$ cat src/rtl/isq_pkg.sv
// ----------------------------------------------------------------------------
// Indexed sequence store package
// Shared widths, status codes, operation codes and the command that steers the
// element cells.
// ----------------------------------------------------------------------------
package isq_pkg;

   // Field widths of the request and response transactions.
   localparam int DATA_W = 32;
   localparam int POS_W  = 8;
   localparam int OP_W   = 4;
   localparam int ST_W   = 2;

   // Default number of element cells.
   localparam int CAPACITY_DEF = 256;

   // Response status codes.
   localparam logic [ST_W-1:0] ST_OK    = 2'd0;
   localparam logic [ST_W-1:0] ST_RANGE = 2'd1;
   localparam logic [ST_W-1:0] ST_EMPTY = 2'd2;
   localparam logic [ST_W-1:0] ST_FULL  = 2'd3;

   // Operation codes carried by a request transaction.
   typedef enum logic [OP_W-1:0] {
      OP_CLEAR      = 4'd0,
      OP_APPEND     = 4'd1,
      OP_PREPEND    = 4'd2,
      OP_INSERT     = 4'd3,
      OP_REMOVE     = 4'd4,
      OP_READ       = 4'd5,
      OP_TAKE_FRONT = 4'd6,
      OP_POP_BACK   = 4'd7,
      OP_FRONT      = 4'd8,
      OP_BACK       = 4'd9
   } op_type;

   // What every cell does with its element.
   typedef enum logic [1:0] {
      CK_HOLD,
      CK_INSERT,
      CK_APPEND,
      CK_REMOVE
   } cell_kind_type;

   // Control broadcast from the sequencer to the row of cells.
   typedef struct packed {
      cell_kind_type kind;
      logic          walk;
   } cell_cmd_type;

endpackage

$ cat src/rtl/isq_cell.sv
// ----------------------------------------------------------------------------
// Indexed sequence store element cell
// Holds one element, shifts it to or from its neighbours, and during a walk
// passes read data one cell towards the head of the row per cycle.
// ----------------------------------------------------------------------------
module isq_cell #(
   parameter int IDX_W = 8,
   parameter int INDEX = 0
) (
   input  logic                       clock,
   input  isq_pkg::cell_cmd_type      cmd,
   input  logic [IDX_W-1:0]           pos,
   input  logic [IDX_W-1:0]           walk_pos,
   input  logic [isq_pkg::DATA_W-1:0] value,
   input  logic [isq_pkg::DATA_W-1:0] left,
   input  logic [isq_pkg::DATA_W-1:0] right,
   input  logic [isq_pkg::DATA_W-1:0] rd_in,
   output logic [isq_pkg::DATA_W-1:0] elem,
   output logic [isq_pkg::DATA_W-1:0] rd
);
   import isq_pkg::*;

   localparam logic [IDX_W-1:0] MY_IDX = IDX_W'(INDEX);

   logic [DATA_W-1:0] elem_ff;
   logic [DATA_W-1:0] elem_in;
   logic [DATA_W-1:0] rd_ff;

   // Element update for the broadcast command.
   always_comb begin
      elem_in = elem_ff;
      unique case (cmd.kind)
         CK_HOLD: begin
            elem_in = elem_ff;
         end
         CK_INSERT: begin
            if (MY_IDX == pos) begin
               elem_in = value;
            end else if (MY_IDX > pos) begin
               elem_in = left;
            end
         end
         CK_APPEND: begin
            if (MY_IDX == pos) begin
               elem_in = value;
            end
         end
         CK_REMOVE: begin
            if (MY_IDX >= pos) begin
               elem_in = right;
            end
         end
         default: begin
            elem_in = elem_ff;
         end
      endcase
   end

   // Element and read chain registers; during a walk the selected cell loads its
   // own element into the read chain, the others copy their right-hand neighbour.
   always_ff @(posedge clock) begin
      elem_ff <= elem_in;
      if (cmd.walk) begin
         rd_ff <= (MY_IDX == walk_pos) ? elem_ff : rd_in;
      end
   end

   assign elem = elem_ff;
   assign rd   = rd_ff;

endmodule
$ cat config.mk
export PLATFORM = sky130hd
export DESIGN_NAME = isq_cell
export DESIGN_NICKNAME = d
export VERILOG_FILES = /design/src/rtl/isq_pkg.sv /design/src/rtl/isq_cell.sv
export SDC_FILE = /design/constraint.sdc
export NUM_CORES = 1
export LEC_CHECK = 0
export CAP_MARGIN = 5
export CORE_MARGIN = 8
export CORE_UTILIZATION = 50
export CTS_CLUSTER_DIAMETER = 80
export DETAILED_ROUTE_END_ITERATION = 12
export DONT_BUFFER_PORTS = 1
export PLACE_DENSITY = 0.67
export SLEW_MARGIN = 0
export SYNTH_ARGS = -nofsm -noshare
export SYNTH_HDL_FRONTEND = slang
export SYNTH_SLANG_ARGS = --single-unit
$ cat constraint.sdc
create_clock -name clock -period 3.9 [get_ports clock]
set_input_delay 0.78 -clock clock [delete_from_list [all_inputs] [get_ports clock]]
set_output_delay 0.78 -clock clock [all_outputs]
set_load 0.02 [all_outputs]
==> results_dict.tcl <==
set metrics [dict create \
    path_class "in -> reg" \
    cts.sink_count 64 \
    worst_ir_drop_vdd_mv 0.133 \
    synthDistinctLibCells 19 \
    synth_sequential_area_ratio 0.522 \
    synth_nets 442 \
    route.antenna.remaining_nets 0 \
    drv_slew 0 \
    tritoncts_clock_tree "yes" \
    cts-root-to-sink-buffers 2 \
    postRouteWirelength_um 10200 \
    endpoints_failing_hold 0 \
    sum_neg_setup_slack_ns 0 \
    grt_start_max_net_pins 68 \
    maxClockFrequency_ghz 0.396 \
    routed_via_density 6.36 \
    globalRouteOverflowTotal 0 \
    nets 431 \
    antenna_found_initial 0 \
    timing.slew.headroom 0.503 \
    ios 212 \
    num_rows 31 \
    clk_pin_slew_ns 0.07 \
    timing.clock.skew_ns 0.00827 \
    pwr_density_cell_nw_per_um2 369 \
    routabilityCongestion 0.764 \
    place_hpwl_um 7590 \
    share_of_the_synthesized_area_in_compound_gates_ao_oa_aoi_oai 0.214 \
    cts_setup_buffers 0 \
    synthesis.area_um2 3680 \
    tritoncts_buffer_count 9 \
    syn2layout_area_growth_pct 5.00 \
    synthesis.instances 294 \
    area_of_the_die_um2 10400 \
    dieHeight_um 102 \
    period_minus_slack_ns 2.52 \
    synth_adder_area_share 0 \
    die_width_um 102 \
    clk-insertion-delay-late_ns 0.33 \
    worstMarginPinSlew_ns 0.744 \
    post_drt_wl_per_cell_um 26.4 \
    syn_area_per_cell_um2 12.5 \
    post_synthesis_share_of_cell_area_spent_on_and_or_nand_and_nor_gates 0.126 \
    post_layout_nonfiller_instances 386 \
    initialDrtViolationCount 94 \
    drt_drc_violations_left 0 \
    postSynthRegisterBits 64 \
    placedInstanceArea_um2 3710 \
    clock_tree.htree_level_count 3 \
    fin_hold_ws_ns 0.562 \
    run_status "finished, final reports clean" \
    post_cts.resized_instances 0 \
    finalCritPeriodShare 0.647 \
    endpoint_kind "flop" \
    grt_pass1_wl_um 14900 \
    worst_setup_path_start_kind "input port" \
    fp.coreArea_um2 7180 \
    first_global_vias 2591 \
    vias 2454 \
    global_route.usage.total 0.192 \
    worst-endpoint-arrival_ns 2.55 \
    post_cts_hold_buffer_count 0 \
    timing.max_cap.violations 0 \
    combinational_family_with_the_most_area_after_synthesis "compound AO/OA/AOI/OAI gates" \
    power.leakage_nw 1.22 \
    worst_hold_check_path_type "in -> reg" \
    synth_xor_area_frac 0 \
    critical_path_peak_fanout 33 \
    synth.yosys.warnings 0 \
    fraction_of_final_layout_cells_sized_beyond_drive_strength_1 0.185 \
    cts_root_buffer "clkbuf_8" \
    firstDrtPassIters 4 \
    timing.critical_path.required_ns 3.92 \
    design_area_um2 3860 \
    post_synth_mux_area_share 0.0979 \
    start_util 0.513 \
    numPortBuffers 0 \
    n_antenna_cell 0 \
    setup_violations 0 \
    placed_cells 371 \
    setup_repair_after_global_routing_missed_its_margin "no" \
]
==> area by class of cell <==
type	count	area [µm²]
well taps	99	124
flip-flops and latches	64	1920
repair buffers	6	45.0
fillers	605	3310
multi-input cells	202	1620
clock inverters	6	27.5
clock buffers	9	124
==> sequential cells by signal, summed over array words and instances (netlist names) <==
signal  cells
rd         32
elem       32
==> critical path: stages <==
cell	delay, ns
or4_4	0.71
or2_2	0.40
nor2_4	0.37
buf_4	0.28
==> metal layers <==
layer  global-route usage  share of wire  vias to the layer above  wire (µm)
met5                    0              0                        -          0
met4               0.0779          0.018                        0        187
met3               0.0742           0.11                       13       1170
met2                0.323           0.49                      146       5030
met1                0.212           0.37                     1188       3810
li1                     -              -                     1107          -
==> logic make-up (layout without fill, tap and decap cells) <==
| family | Yosys count | count (layout) |
|---|---|---|
| muxes | 32 | 32 |
| AOI/OAI and AO/OA | 96 | 96 |
| DFF | 64 | 64 |
| buffers and inverters | 28 | 21 |
| and+or+nand+nor | 74 | 74 |
==> cell usage after synthesis <==
| cell | number | area, µm² |
|---|---|---|
| buf_8 | 3 | 45.0 |
| nand2_1 | 1 | 3.75 |
| or4_4 | 2 | 22.5 |
| nor4_1 | 2 | 12.5 |
| o211ai_2 | 29 | 363 |
| o21ai_0 | 2 | 10.0 |
| edfxtp_1 | 64 | 1920 |
| buf_1 | 5 | 18.8 |
| a22oi_1 | 32 | 240 |
| o21ai_1 | 30 | 150 |
| nor2b_1 | 33 | 206 |
| buf_6 | 1 | 11.3 |
| nor2_1 | 2 | 7.51 |
| o211ai_1 | 3 | 22.5 |
| clkbuf_1 | 19 | 71.3 |
| nand2b_1 | 32 | 200 |
| mux2_1 | 32 | 360 |
| and2_1 | 1 | 6.26 |
| or2_1 | 1 | 6.26 |
==> cell usage in the layout, fill, tap and decap left out <==
master / n
and2_1: 1
edfxtp_1: 64
a22oi_1: 32
nand2b_1: 32
buf_4: 6
nor2_1: 1
o21ai_0: 2
or2_2: 1
clkinv_2: 4
nor2_4: 1
o21ai_1: 30
o211ai_1: 3
o211ai_2: 29
or4_4: 2
mux2_1: 32
nor2b_2: 1
clkbuf_8: 9
nand2_1: 1
clkinv_1: 2
nor2b_1: 32
nor4_1: 2
==> final timing paths <==
kind / from / slack (ns) / end / depth (start not counted)
max: pos[0] / 1.38 / elem[0]$_DFFE_PP_ / 4
min: cmd[0] / 0.56 / rd[10]$_DFFE_PP_ / 0
max reg2reg: elem[23]$_DFFE_PP_ / 2.75 / rd[23]$_DFFE_PP_ / 1
min reg2reg: elem[30]$_DFFE_PP_ / 0.74 / rd[30]$_DFFE_PP_ / 1
==> power by group <==
part           switching [mW]  total, mW  internal [mW]
logic                  0.0589      0.122         0.0630
registers              0.0459      0.841          0.795
clock network           0.244      0.462          0.218
==> metrics by stage <==
stage	total power, mW	util	worst slack (ns)
6_report	1.43	0.538	1.38
4_1_cts	1.44	0.538	1.35
3_3_place_gp	0.976	0.517	1.04
2_1_floorplan	0.964	-	0.258
5_1_grt	1.48	0.538	1.27
3_5_place_dp	0.980	0.517	1.02
Power figures use the tool's default switching activity.
